File: src/rtl/fern_queue.sv
module fern_queue #(
   parameter int WIDTH = 1,
   parameter int DEPTH = 2
) (
   input  logic             clock,
   input  logic             reset,
   input  logic             push,
   input  logic [WIDTH-1:0] push_data,
   output logic             full,
   input  logic             pop,
   output logic [WIDTH-1:0] pop_data,
   output logic             empty
);

   localparam int PTR_W = (DEPTH > 1) ? $clog2(DEPTH) : 1;
   localparam int CNT_W = $clog2(DEPTH + 1);

   logic [WIDTH-1:0] store_ff [DEPTH];
   logic [PTR_W-1:0] wr_ptr_ff, wr_ptr_in;
   logic [PTR_W-1:0] rd_ptr_ff, rd_ptr_in;
   logic [CNT_W-1:0] count_ff, count_in;
   logic             do_push, do_pop;

   assign full     = (count_ff == CNT_W'(DEPTH));
   assign empty    = (count_ff == '0);
   assign do_push  = push && !full;
   assign do_pop   = pop && !empty;
   assign pop_data = store_ff[rd_ptr_ff];

   always_comb begin
      wr_ptr_in = wr_ptr_ff;
      rd_ptr_in = rd_ptr_ff;
      count_in  = count_ff;
      if (do_push) begin
         wr_ptr_in = (wr_ptr_ff == PTR_W'(DEPTH - 1)) ? '0 : wr_ptr_ff + 1'b1;
      end
      if (do_pop) begin
         rd_ptr_in = (rd_ptr_ff == PTR_W'(DEPTH - 1)) ? '0 : rd_ptr_ff + 1'b1;
      end
      if (do_push && !do_pop) begin
         count_in = count_ff + 1'b1;
      end else if (do_pop && !do_push) begin
         count_in = count_ff - 1'b1;
      end
   end

   always_ff @(posedge clock) begin
      if (reset) begin
         wr_ptr_ff <= '0;
         rd_ptr_ff <= '0;
         count_ff  <= '0;
      end else begin
         wr_ptr_ff <= wr_ptr_in;
         rd_ptr_ff <= rd_ptr_in;
         count_ff  <= count_in;
      end
   end

   always_ff @(posedge clock) begin
      if (do_push) begin
         store_ff[wr_ptr_ff] <= push_data;
      end
   end

endmodule

File: config.mk
export PLATFORM = sky130hd
export DESIGN_NAME = fern_queue
export DESIGN_NICKNAME = d
export VERILOG_FILES = /design/src/rtl/fern_queue.sv
export SDC_FILE = /design/constraint.sdc
export NUM_CORES = 1
export LEC_CHECK = 0
export ABC_AREA = 1
export BUFFER_PORTS_ARGS = -buffer_cell sky130_fd_sc_hd__buf_2
export CORE_AREA = 2 2 39 41
export CTS_CLUSTER_SIZE = 8
export DETAILED_ROUTE_END_ITERATION = 6
export DIE_AREA = 0 0 41 43
export PLACE_DENSITY = 0.44
export SLEW_MARGIN = 20
export SYNTH_ARGS = -nofsm -noshare
export SYNTH_HDL_FRONTEND = slang
export SYNTH_SLANG_ARGS = --single-unit
export TNS_END_PERCENT = 100
File: constraint.sdc
create_clock -name clock -period 3.21 [get_ports clock]
set_clock_uncertainty 0.05 [all_clocks]
set_input_delay 0.321 -clock clock [delete_from_list [all_inputs] [get_ports clock]]
set_output_delay 0.321 -clock clock [all_outputs]
set_load 0.05 [all_outputs]
After elaboration in Yosys (flattened, before gate mapping)
Memories as Yosys holds them, arrays and structs flattened. A register that Yosys moved wholly into a read port is not among the register bits.
Cells that the tools add are included.
Storage, ports and cells
  word-level logic and storage cells: 27
  bits in registers: 4
  output and inout port bits: 3
  memories kept: 1
  memory bits (writable): 2
  bits of input ports: 5
Memory list
  store_ff: depth 2, bits a word 1, rd ports 1, clocked after Yosys merged registers in 1, write ports 1, RTL line 18  | logic [WIDTH-1:0] store_ff [DEPTH];
Cells by class
  multiplexer cells: 8
  reduce and logical (&&, ||, !) cells: 10
  add/sub/neg operators: 4
  equality and inequality tests: 1
Operators with widths (number)
  $mux 1: 6
  $logic_and 1x1->1: 4
  $logic_not 1->1: 4
  $mux 2: 2
  $add 1x1->1 const B: 2
  $add 2x1->2 const B: 1
  $eq 2x2->1 const B: 1
  $logic_not 2->1: 1
  $reduce_bool 2->1: 1
  $sub 2x1->2 const B: 1

Depth between registers and ports, before layout
  word-level depth: 7
  gate-level depth with buffers: 10
  mapped depth without buffers: 10

Worst setup path before layout
OpenSTA, ideal clock, no wires.
  kind: register to output
  from: reg count_ff[1]
  to: out full
  buffers on the path: 0
  stages on the path, launching flop included: 3
  slack: 1.762 ns
  arrival: 1.077 ns
  data required time: 2.839 ns
  path through: dfxtp_1 -> inv_2 -> nor2_1
On the way
  cells in the longest elaborated chain, start to end: 1
Ends and longest elaborated chain
  from (decl): RTL line 21  | logic [CNT_W-1:0] count_ff, count_in;
  from (signal assigned): RTL line 55  | count_ff <= count_in;
  $eq 2x2->1: RTL line 24  | assign full = (count_ff == CNT_W'(DEPTH));
  to (decl): RTL line 9  | output logic full,
Every way passes these cells.

==> flow_summary.toml <==
[run_status]
status = "complete, no violations"

[drt]
vias_per_cell = 3.910
via_count = 262
antenna_left = 0
dr.pass1.iters = 4
routed_wl_um = 519
drcViolationCount = 0
first_iter_violations = 7
drt-wirelength-per-cell_um = 7.746

[yosys]
synthCells = 40
yosys-top-cells-area = "dfxtp_1, edfxtp_1, nor2_1"
synth_warnings = 0
synth_area_um2 = 324.1
ys_ff_latch = 7
synth_cell_type_count = 16
syn_area_per_cell_um2 = 8.102
synth_top_cell_area_share_pct = 30.89
ys_seq_area_share_pct = 49.42
synth_nets = 46
yosysTopAreaCell = "dfxtp_1"

[clocking]
clockBufferDepth = 2
ctsRootBufferMaster = "clkbuf_4"
cts_inserted_buffers = 3
insertion_delay_ps = 250
postCtsSetupBuffers = 0
ctsHoldBuffers = 0
clk_pin_slew_ps = 50
h-tree-depth = 1
cts.sinks = 7
cts_tree = "yes"
post_cts_resized = 0

[placed_design]
post_dp_cell_area_um2 = 379.1
gp_congestion = 0.6587
dp_cells = 63
io_buffer_count = 7
dp_hpwl_um = 408.1
dp_slack_ps = 1765

[pwr]
p_clk_share_pct = 19.6
p_comb_share_pct = 45.9
max-vdd-ir-drop_mv = 0.5531
switching_share_pct = 45.32
finalPower_mw = 0.4050
p_per_area_mw_per_mm2 = 999.1
leakage_nw = 0.1918
pwr-share-seq_pct = 34.5
power.switching_mw = 0.1836
internal_power_mw = 0.2215

[floorplanning]
initial_core_util_pct = 23.42
die_area_mm2 = 0.001763
fp.dieW_um = 41
ios = 8
placementRows = 14
die_h_um = 43
core_mm2 = 0.001384

[finish]
syn2layout_area_growth_pct = 25.10
final_cells = 67
ff_latch_area_um2 = 160.2
multi_input_area_um2 = 130.1
fillers = 152
final_cell_area_um2 = 405.4
diodes = 0
final_net_count = 58
drive_above_1_share_pct = 33.33

[timing]
final_period_minus_worst_setup_slack_ps = 1453
rsz0062_at_grt = "no"
finalMaxSlewViolations = 0
finalCritPeriodShare_pct = 45.28
max_freq_mhz = 688.0
fin_ws_ps = 1757
hold_violations = 0
slew_headroom_pct = 82.59
setup_violations = 0
max_slew.worst_pin.slew_ps = 260.8
fin_tns_setup_ps = 0

[critical_path]
cp-start-kind = "register"
required_ps = 2840
cp_max_fo = 1
worstPathArrival_ps = 1080
end_kind = "primary output"
reg2reg_to = "count_ff[1]"
r2r_cells = 9
crit_type = "register to primary output"
r2r_setup_slack_ps = 1770
crit-reg2reg-launch = "count_ff[1]"

[job]
cap_violations = 0

[min_path]
hold_depth = 1
min_path_type = "input pin to register"
hold_end = "store_ff[1]"
min-delay-start = "push_data"

[grt]
grt_pass1_wl_um = 897
overflow = 0
grt_pass1_vias = 228
antenna_found_initial = 0
grt_util_all_layers_pct = 8.274
grt_max_degree = 7
==> critical path, cell delays in order (launching register included) <==
cell and delay, ps:
dfxtp_1 310, mux2_2 320, buf_2 210
==> area by class of cell <==
cell class / count / share of cell area (%)
Inverter: 9 / 8.333
Tap cell: 16 / 4.938
Timing Repair Buffer: 7 / 8.642
Sequential cell: 7 / 39.51
Clock buffer: 4 / 6.481
Multi-Input combinational cell: 24 / 32.10
==> power by group through the flow <==
| stage | clock network [mW] | logic [mW] | registers, mW |
|---|---|---|---|
| floorplan | 0 | 0.156 | 0.138 |
| CTS | 0.0846 | 0.188 | 0.140 |
| global placement | 0 | 0.188 | 0.143 |
| finish | 0.0793 | 0.186 | 0.140 |
| global route | 0.0898 | 0.207 | 0.143 |
| detailed placement | 0 | 0.187 | 0.142 |
==> kinds of logic (layout without fill, tap and decap cells) <==
logic type	Yosys count	count (layout)	share of synthesized area, %
AOI/OAI and AO/OA	6	6	11.58
adders and majority gates	1	1	3.860
buffers and inverters	9	20	10.42
DFF	7	7	49.42
muxes	1	1	3.475
and+or+nand+nor	16	16	21.24
==> worst max-delay path by stage <==
stage	slack (ps)	from	to	cells past startpoint
floorplan	1760	count_ff[1]	full	2
global placement	1740	count_ff[1]	count_ff[1]	9
detailed placement	1770	count_ff[1]	count_ff[1]	8
CTS	1740	register	pop_data	2
global route	1650	count_ff[1]	count_ff[1]	9
finish	1760	register	pop_data	2
==> cell usage after synthesis (all sizes together) <==
cell / n
a21oi: 1
and2: 1
dfxtp: 5
edfxtp: 2
ha: 1
inv: 9
mux2: 1
nand2: 4
nand3: 1
nand4: 1
nor2: 9
o21ai: 5
==> routing by layer <==
metal  wire length (um)  vias up  track usage (%)
met4                  0        0            4.000
met3                 48        0            7.853
li1                   -      149                -
met1                243      104            8.824
met5                  0        -                0
met2                227        9            10.63
==> stage by stage <==
step | util [%] | hold WS (ps)
global route | 29.29 | 207.1
CTS | 29.29 | 210.0
global placement | 27.40 | 459.1
finish | 29.29 | 215.8
detailed placement | 27.40 | 447.2
floorplan | - | 369.9
==> cell usage in the layout, fill, tap and decap left out <==
cell type and n:
nand4_1 1, and2_1 1, nand2_2 1, nor2_1 9, nand3_1 1, o21ai_1 1, a21oi_1 1, dfxtp_1 5
clkbuf_1 1, o21ai_2 2, o21ai_0 2, edfxtp_1 2, buf_2 7, clkbuf_4 3, nand2_1 3, ha_1 1
mux2_2 1, inv_1 6, inv_2 3
Power figures use the tool's default switching activity.
