<file path="src/rtl/fern_pkg.sv">
package fern_pkg;

   localparam int MAX_DIM_DEF   = 4096;
   localparam int FRAC_BITS_DEF = 24;

   localparam int PICK_W    = 7;
   localparam int PIXEL_W   = 12;
   localparam int COORD_W   = 32;
   localparam int DIM_CFG_W = 13;
   localparam int WARMUP_W  = 16;

   localparam int CSR_INDEX_W = 2;
   localparam int CSR_DATA_W  = 16;

   localparam logic [CSR_INDEX_W-1:0] CSR_IMAGE_WIDTH  = 2'd0;
   localparam logic [CSR_INDEX_W-1:0] CSR_IMAGE_HEIGHT = 2'd1;
   localparam logic [CSR_INDEX_W-1:0] CSR_WARMUP_COUNT = 2'd2;

   localparam logic [DIM_CFG_W-1:0] WIDTH_RESET  = 13'd640;
   localparam logic [DIM_CFG_W-1:0] HEIGHT_RESET = 13'd480;
   localparam logic [WARMUP_W-1:0]  WARMUP_RESET = 16'd100;

   localparam int JOB_DEPTH = 2;
   localparam int PIX_DEPTH = 2;

   typedef enum logic [1:0] {
      MAP_STEM,
      MAP_LEFT,
      MAP_RIGHT,
      MAP_MAIN
   } map_type;

   typedef struct packed {
      map_type map;
      logic    plot;
   } job_type;

   typedef struct packed {
      logic [PIXEL_W-1:0] col;
      logic [PIXEL_W-1:0] row;
   } pixel_type;

   typedef struct packed {
      logic                   write_en;
      logic [CSR_INDEX_W-1:0] index;
      logic [CSR_DATA_W-1:0]  wdata;
   } csr_type;

   typedef struct packed {
      logic signed [COORD_W-1:0] a;
      logic signed [COORD_W-1:0] b;
      logic signed [COORD_W-1:0] c;
      logic signed [COORD_W-1:0] d;
      logic signed [COORD_W-1:0] f;
   } coef_type;

   // hundredths to fixed point, rounded to nearest
   function automatic logic signed [COORD_W-1:0] to_fixed(int hundredths, int frac_bits);
      longint mag;
      longint q;
      mag = (hundredths < 0) ? -longint'(hundredths) : longint'(hundredths);
      q   = ((mag << frac_bits) + 64'sd50) / 64'sd100;
      return (hundredths < 0) ? COORD_W'(-q) : COORD_W'(q);
   endfunction

   function automatic coef_type map_coefs(map_type m, int frac_bits);
      coef_type c;
      case (m)
         MAP_STEM: begin
            c.a = to_fixed(0, frac_bits);
            c.b = to_fixed(0, frac_bits);
            c.c = to_fixed(0, frac_bits);
            c.d = to_fixed(16, frac_bits);
            c.f = to_fixed(0, frac_bits);
         end
         MAP_LEFT: begin
            c.a = to_fixed(20, frac_bits);
            c.b = to_fixed(-26, frac_bits);
            c.c = to_fixed(23, frac_bits);
            c.d = to_fixed(22, frac_bits);
            c.f = to_fixed(160, frac_bits);
         end
         MAP_RIGHT: begin
            c.a = to_fixed(-15, frac_bits);
            c.b = to_fixed(28, frac_bits);
            c.c = to_fixed(26, frac_bits);
            c.d = to_fixed(24, frac_bits);
            c.f = to_fixed(44, frac_bits);
         end
         default: begin
            c.a = to_fixed(85, frac_bits);
            c.b = to_fixed(4, frac_bits);
            c.c = to_fixed(-4, frac_bits);
            c.d = to_fixed(85, frac_bits);
            c.f = to_fixed(160, frac_bits);
         end
      endcase
      return c;
   endfunction

endpackage

</file>
<file path="src/rtl/fern_front.sv">
module fern_front (
   input  logic                                clock,
   input  logic                                reset,
   input  fern_pkg::csr_type                   csr,
   input  logic                                req_push,
   input  logic [fern_pkg::PICK_W-1:0]         req_random_pick,
   output logic                                req_full,
   input  logic                                job_full,
   output logic                                job_push,
   output fern_pkg::job_type                   job
);

   logic [fern_pkg::WARMUP_W-1:0] warmup_left_ff, warmup_left_in;
   fern_pkg::map_type             map_sel;

   assign req_full = job_full;
   assign job_push = req_push && !job_full;

   always_comb begin
      if (req_random_pick == '0) begin
         map_sel = fern_pkg::MAP_STEM;
      end else if (req_random_pick inside {[7'd1:7'd7]}) begin
         map_sel = fern_pkg::MAP_LEFT;
      end else if (req_random_pick inside {[7'd8:7'd14]}) begin
         map_sel = fern_pkg::MAP_RIGHT;
      end else begin
         map_sel = fern_pkg::MAP_MAIN;
      end
   end

   assign job.map  = map_sel;
   assign job.plot = (warmup_left_ff == '0);

   always_comb begin
      warmup_left_in = warmup_left_ff;
      if (csr.write_en && csr.index == fern_pkg::CSR_WARMUP_COUNT) begin
         warmup_left_in = csr.wdata;
      end else if (job_push && warmup_left_ff != '0) begin
         warmup_left_in = warmup_left_ff - 1'b1;
      end
   end

   always_ff @(posedge clock) begin
      if (reset) begin
         warmup_left_ff <= fern_pkg::WARMUP_RESET;
      end else begin
         warmup_left_ff <= warmup_left_in;
      end
   end

endmodule

</file>
<file path="config.mk">
export PLATFORM = sky130hd
export DESIGN_NAME = fern_front
export DESIGN_NICKNAME = d
export VERILOG_FILES = /design/src/rtl/fern_pkg.sv /design/src/rtl/fern_front.sv
export SDC_FILE = /design/constraint.sdc
export NUM_CORES = 1
export LEC_CHECK = 0
export BUFFER_PORTS_ARGS = -buffer_cell sky130_fd_sc_hd__buf_2
export CAP_MARGIN = 20
export CELL_PAD_IN_SITES_DETAIL_PLACEMENT = 1
export CELL_PAD_IN_SITES_GLOBAL_PLACEMENT = 1
export CORE_MARGIN = 10
export CORE_UTILIZATION = 39
export CTS_CLUSTER_SIZE = 28
export DETAILED_ROUTE_END_ITERATION = 12
export GPL_TIMING_DRIVEN = 0
export PLACE_DENSITY_LB_ADDON = 0.1
export SLEW_MARGIN = 10
export SYNTH_ARGS = -nofsm -noshare
export SYNTH_HDL_FRONTEND = slang
export SYNTH_SLANG_ARGS = --single-unit
</file>
<file path="constraint.sdc">
create_clock -name clock -period 3.4 [get_ports clock]
set_clock_uncertainty 0.15 [all_clocks]
set_input_delay 0.17 -clock clock [delete_from_list [all_inputs] [get_ports clock]]
set_output_delay 0.17 -clock clock [all_outputs]
set_load 0.02 [all_outputs]
</file>
## Word level (Yosys, flattened, before mapping)

Cells that the tools add are included.

| word-level totals | value |
|---|---|
| flip-flop bits (word level) | 16 |
| input port bits | 30 |
| output and inout bits | 5 |
| word-level logic and storage cells | 22 |

| cells by class | value |
|---|---|
| add/subtract/negate cells | 1 |
| magnitude comparators | 4 |
| equality and inequality tests | 1 |
| muxes and demuxes | 5 |
| reductions and logical operators | 10 |

Operators with widths:

| kind | count |
|---|---|
| $mux 16 | 2 |
| $logic_not 16->1 | 1 |
| $reduce_bool 16->1 | 1 |
| $sub 16x1->16 const B | 1 |
| $ge 7x1->1 const B | 1 |
| $ge 7x4->1 const B | 1 |
| $le 7x3->1 const B | 1 |
| $le 7x4->1 const B | 1 |
| $logic_not 7->1 | 1 |
| $logic_and 1x1->1 | 5 |
| $mux 2 | 2 |
| $eq 2x2->1 const B | 1 |
| $reduce_bool 2->1 | 1 |
| $logic_not 1->1 | 1 |
| $mux 1 | 1 |

## Depth between registers and ports, before layout

| logic depth | value |
|---|---|
| word-level depth | 5 |
| mapped depth | 8 |
| mapped depth without buffers | 7 |

## Worst setup path before layout

Ideal clock, no wire load.

| timing path | value |
|---|---|
| path kind | register -> register |
| start point | reg warmup_left_ff[0] (netlist name) |
| end point | reg warmup_left_ff[1] (netlist name) |
| setup time | 0.086 ns |
| data arrival time | 1.815 ns |
| data required time | 3.164 ns |
| setup slack | 1.349 ns |
| cell stages (with the launch flop) | 9 |
| path buffers | 1 |
| period minus slack after synthesis | 2.051 ns |
| path through | dfxtp_1 > inv_1 > ha_1 > nor3b_2 > and2_1 > buf_4 > a21oi_2 > mux2_1 > a211oi_1 |

| on the way | value |
|---|---|
| cells in the longest elaborated chain, start to end | 3 |
| elaborated cells between the ends (all ways) | 6 |
| classes of those cells | 1 x add/sub; 2 x mux; 3 x reduce/logical |

Ends and longest elaborated chain:

| item | line | source |
|---|---|---|
| from (decl) | fern_front.sv:13 | `logic [fern_pkg::WARMUP_W-1:0] warmup_left_ff, warmup_left_in;` |
| from (signal assigned) | fern_front.sv:45 | `warmup_left_ff <= fern_pkg::WARMUP_RESET;` |
| from (signal assigned) | fern_front.sv:47 | `warmup_left_ff <= warmup_left_in;` |
| $sub 16x1->16 or $reduce_bool 16->1 (tied branches) | fern_front.sv:39, fern_front.sv:38 |  |
| $mux 16 or $logic_and 1x1->1 (tied branches) | fern_front.sv:38 | `end else if (job_push && warmup_left_ff != '0) begin` |
| $mux 16 or $reduce_bool 2->1 (tied branches) | n/a |  |

Parallel ways exist; a longest one is shown, timed or not. The select of a mux whose other input is x is not followed.
A chain may end at the register's enable or synchronous reset.

## Worst setup path after layout

Same ends and word-level chain as after synthesis.

==> key figures <==
Floorplanning
  – IO Pins: 35
  – Die area: 5360 um2
  – Die Wd: 73.2 um
  – FP Rows: 19
  – Core area: 2730 um2
  – Starting Density: 0.404
  – Die height: between 70 and 80 um

Global routing
  – Gr ovfl total: 0
  – GRT Overall Usage: 0.131
  – Pin count of the biggest net entering global routing: 11
  – Vias in the first global route: 1,256
  – First-pass GRT wire length: 5720 um
  – Initial antenna violation count: 0

Timing
  – Slew HR: 0.504
  – Slew Viols, Final: 0
  – RSZ-0062 raised after global routing: false
  – Max Clk Rate: ~0.44 GHz
  – Post-route setup slack: 1.15 ns
  – Tmin final: 2.25 ns
  – Final cycle utilization of the critical path: 0.662
  – Hold_ws: about 0.0007 ns
  – Setup TNS: 0 ns
  – Worst-margin pin slew: 0.742 ns
  – Final hold vios: 0
  – # setup viols final: 0

Yosys
  – Yosys reg bits: 16
  – Top post-synthesis cells by area: dfxtp_1, a211oi_1, nor2_1
  – Syn Inst Count: ~130
  – Post-synthesis sequential area ratio: 0.290
  – Most common cell in the netlist: nor2_1
  – Synthesized area per cell: roughly 8.6 um2
  – Most numerous cell types in the synthesized netlist: nor2_1, dfxtp_1, nand2_1
  – Post-synth EDFFs: 0
  – Synthesis Warnings: 0
  – Number of distinct library cells after synthesis: 37
  – Share of flip-flops with an asynchronous set or reset: 0
  – Area share of the largest cell type after synthesis: 0.290
  – Syn Std Cell Area: 1100 um2
  – Synthesized Nets: 160
  – Largest area contributor in the netlist: dfxtp_1
  – Primary FF master, synth: dfxtp_1

Route
  – First DRT Iteration DRCs: 79
  – Avg WL per Cell: approximately 16 um
  – ANT nets after route: 0
  – Residual DRC: 0
  – Post-Route WL: roughly 3300 um
  – TritonRoute pass-1 iters: 4
  – Post-DR vias/cell: 5.38
  – DR vias: 1,136

Place
  – DP Worst Slack: between 1 and 1.5 ns
  – Routability Congestion: 0.751
  – Number of cells after detailed placement: 194
  – Dpl cell area: about 1300 um2
  – PortBufs: 34
  – Final HPWL DP: 2560 um

Cells and area
  – Finished Layout Cells: 211
  – Fill cell count: 342
  – Final instance area: between 1000 and 1500 um2
  – Final Util: 0.541
  – Area of the multi-input gates: 728 um2
  – Most flops, register: warmup_left_ff
  – Antenna cells: 0
  – Share of layout cells above drive strength 1: 0.317
  – Sequential cell area: 320 um2
  – Max reg flops: 16
  – Biggest registers after layout: warmup_left_ff: 16 flops
  – Final #Nets: approximately 210
  – Layout area overhead: 34.0%

CTS
  – Clk buf depth: 2
  – Setup bufs post-CTS: 0
  – CTS tree: done
  – H-Tree Depth: 1
  – Post-cts sizing count: 0
  – Reg clk slew, reported paths: between 0.1 and 0.15 ns
  – Clock latency on the worst-skew pair: 0.31 ns
  – CTS Sinks: 16
  – CTS Buf Count: 3
  – Root buf cell: clkbuf_4
  – Hold buffer count at CTS: 13

Pwr
  – Pwr per Cell Area: 322 nW/um2
  – Leakage: 0.546 nW
  – Peak supply drop: 200 uV
  – Power, Total: 0.477 mW

Worst hold path
  – Worst Hold Class: input port to flop

Worst setup path
  – Critical path arrival: 2.32 ns
  – Worst endpoint required time: roughly 3.5 ns
  – Critical path class: flop to flop
  – CP Launch Type: flop
  – Worst Path Max Fanout: 9
  – Worst Setup End Kind: flop

Run status
  – Status: finished, final reports clean

Flow run
  – Max Cap Violations: 0
layer usage:
metal | share of wire | global-route usage | wire length, um
met5 | 0 | 0 | 0
met4 | 0.016 | 0.0506 | 54
met3 | 0.069 | 0.0435 | 228
met2 | 0.48 | 0.216 | 1580
met1 | 0.44 | 0.152 | 1460
worst max-delay path, stage by stage, from the launching register on:
cell and delay [ns]:
dfxtp_1 0.46, inv_1 0.13, ha_1 0.23, nor3b_2 0.19, and2_1 0.17, buf_4 0.18
a21oi_2 0.12, mux2_1 0.33, a211oi_1 0.21
power by group:
| group | total [mW] | switching [mW] | internal (mW) | leakage, nW |
|---|---|---|---|---|
| logic | 0.124 | 0.0641 | 0.0601 | 0.394 |
| clock network | 0.135 | 0.0699 | 0.0655 | 0.0210 |
| registers | 0.217 | 0.0179 | 0.200 | 0.131 |
| total | 0.477 | 0.152 | 0.325 | 0.546 |
final timing paths:
check | slack, ns | from | depth (start not counted) | end
min reg2reg | 0.43 | warmup_left_ff[12]$_SDFFE_PP0P_ | 3 | warmup_left_ff[12]$_SDFFE_PP0P_
min | 0.0007 | csr[7] | 3 | warmup_left_ff[7]$_SDFFE_PP0P_
max | 1.15 | warmup_left_ff[0]$_SDFFE_PP0P_ | 8 | warmup_left_ff[1]$_SDFFE_PP0P_
max reg2reg | 1.15 | warmup_left_ff[0]$_SDFFE_PP0P_ | 8 | warmup_left_ff[1]$_SDFFE_PP0P_
placed cells by master, fill, tap and decap left out, types with 2 or more instances in the layout:
cell type	netlist	layout
xor2_1	3	3
nand3_1	5	5
clkbuf_4	0	3
clkbuf_1	4	4
nor3_1	6	6
mux2i_1	2	2
a2111oi_4	2	2
o211ai_1	5	5
a21oi_1	5	5
xnor2_1	7	7
nand2b_1	2	2
buf_4	2	2
nand2_1	12	12
nor4_1	3	3
inv_1	3	3
a211oi_2	3	3
buf_2	0	34
a211oi_1	10	10
dfxtp_1	16	16
dlygate4sd3_1	0	13
nor2_1	17	17
nor3_2	4	4
cells by family (layout without fill, tap and decap cells):
family                     count (synthesis)  count (layout)  synth area share
adders and majority gates                  1               1            0.0113
muxes                                      3               3            0.0283
xor gates and xnor gates                  10              10            0.0793
AOI/OAI and AO/OA                         31              31             0.255
buffers and inverters                     11              62            0.0509
DFF                                       16              16             0.290
and+or+nand+nor                           57              57             0.285
cell type report:
type                    instances  area share
multi-input cells             102       0.492
repair buffers                 47       0.203
clock buffers                   4      0.0245
flip-flops and latches         16       0.216
well taps                      31      0.0262
plain buffers                   7      0.0279
inverters                       4      0.0101
No activity file was read; power rests on OpenSTA's default activity.
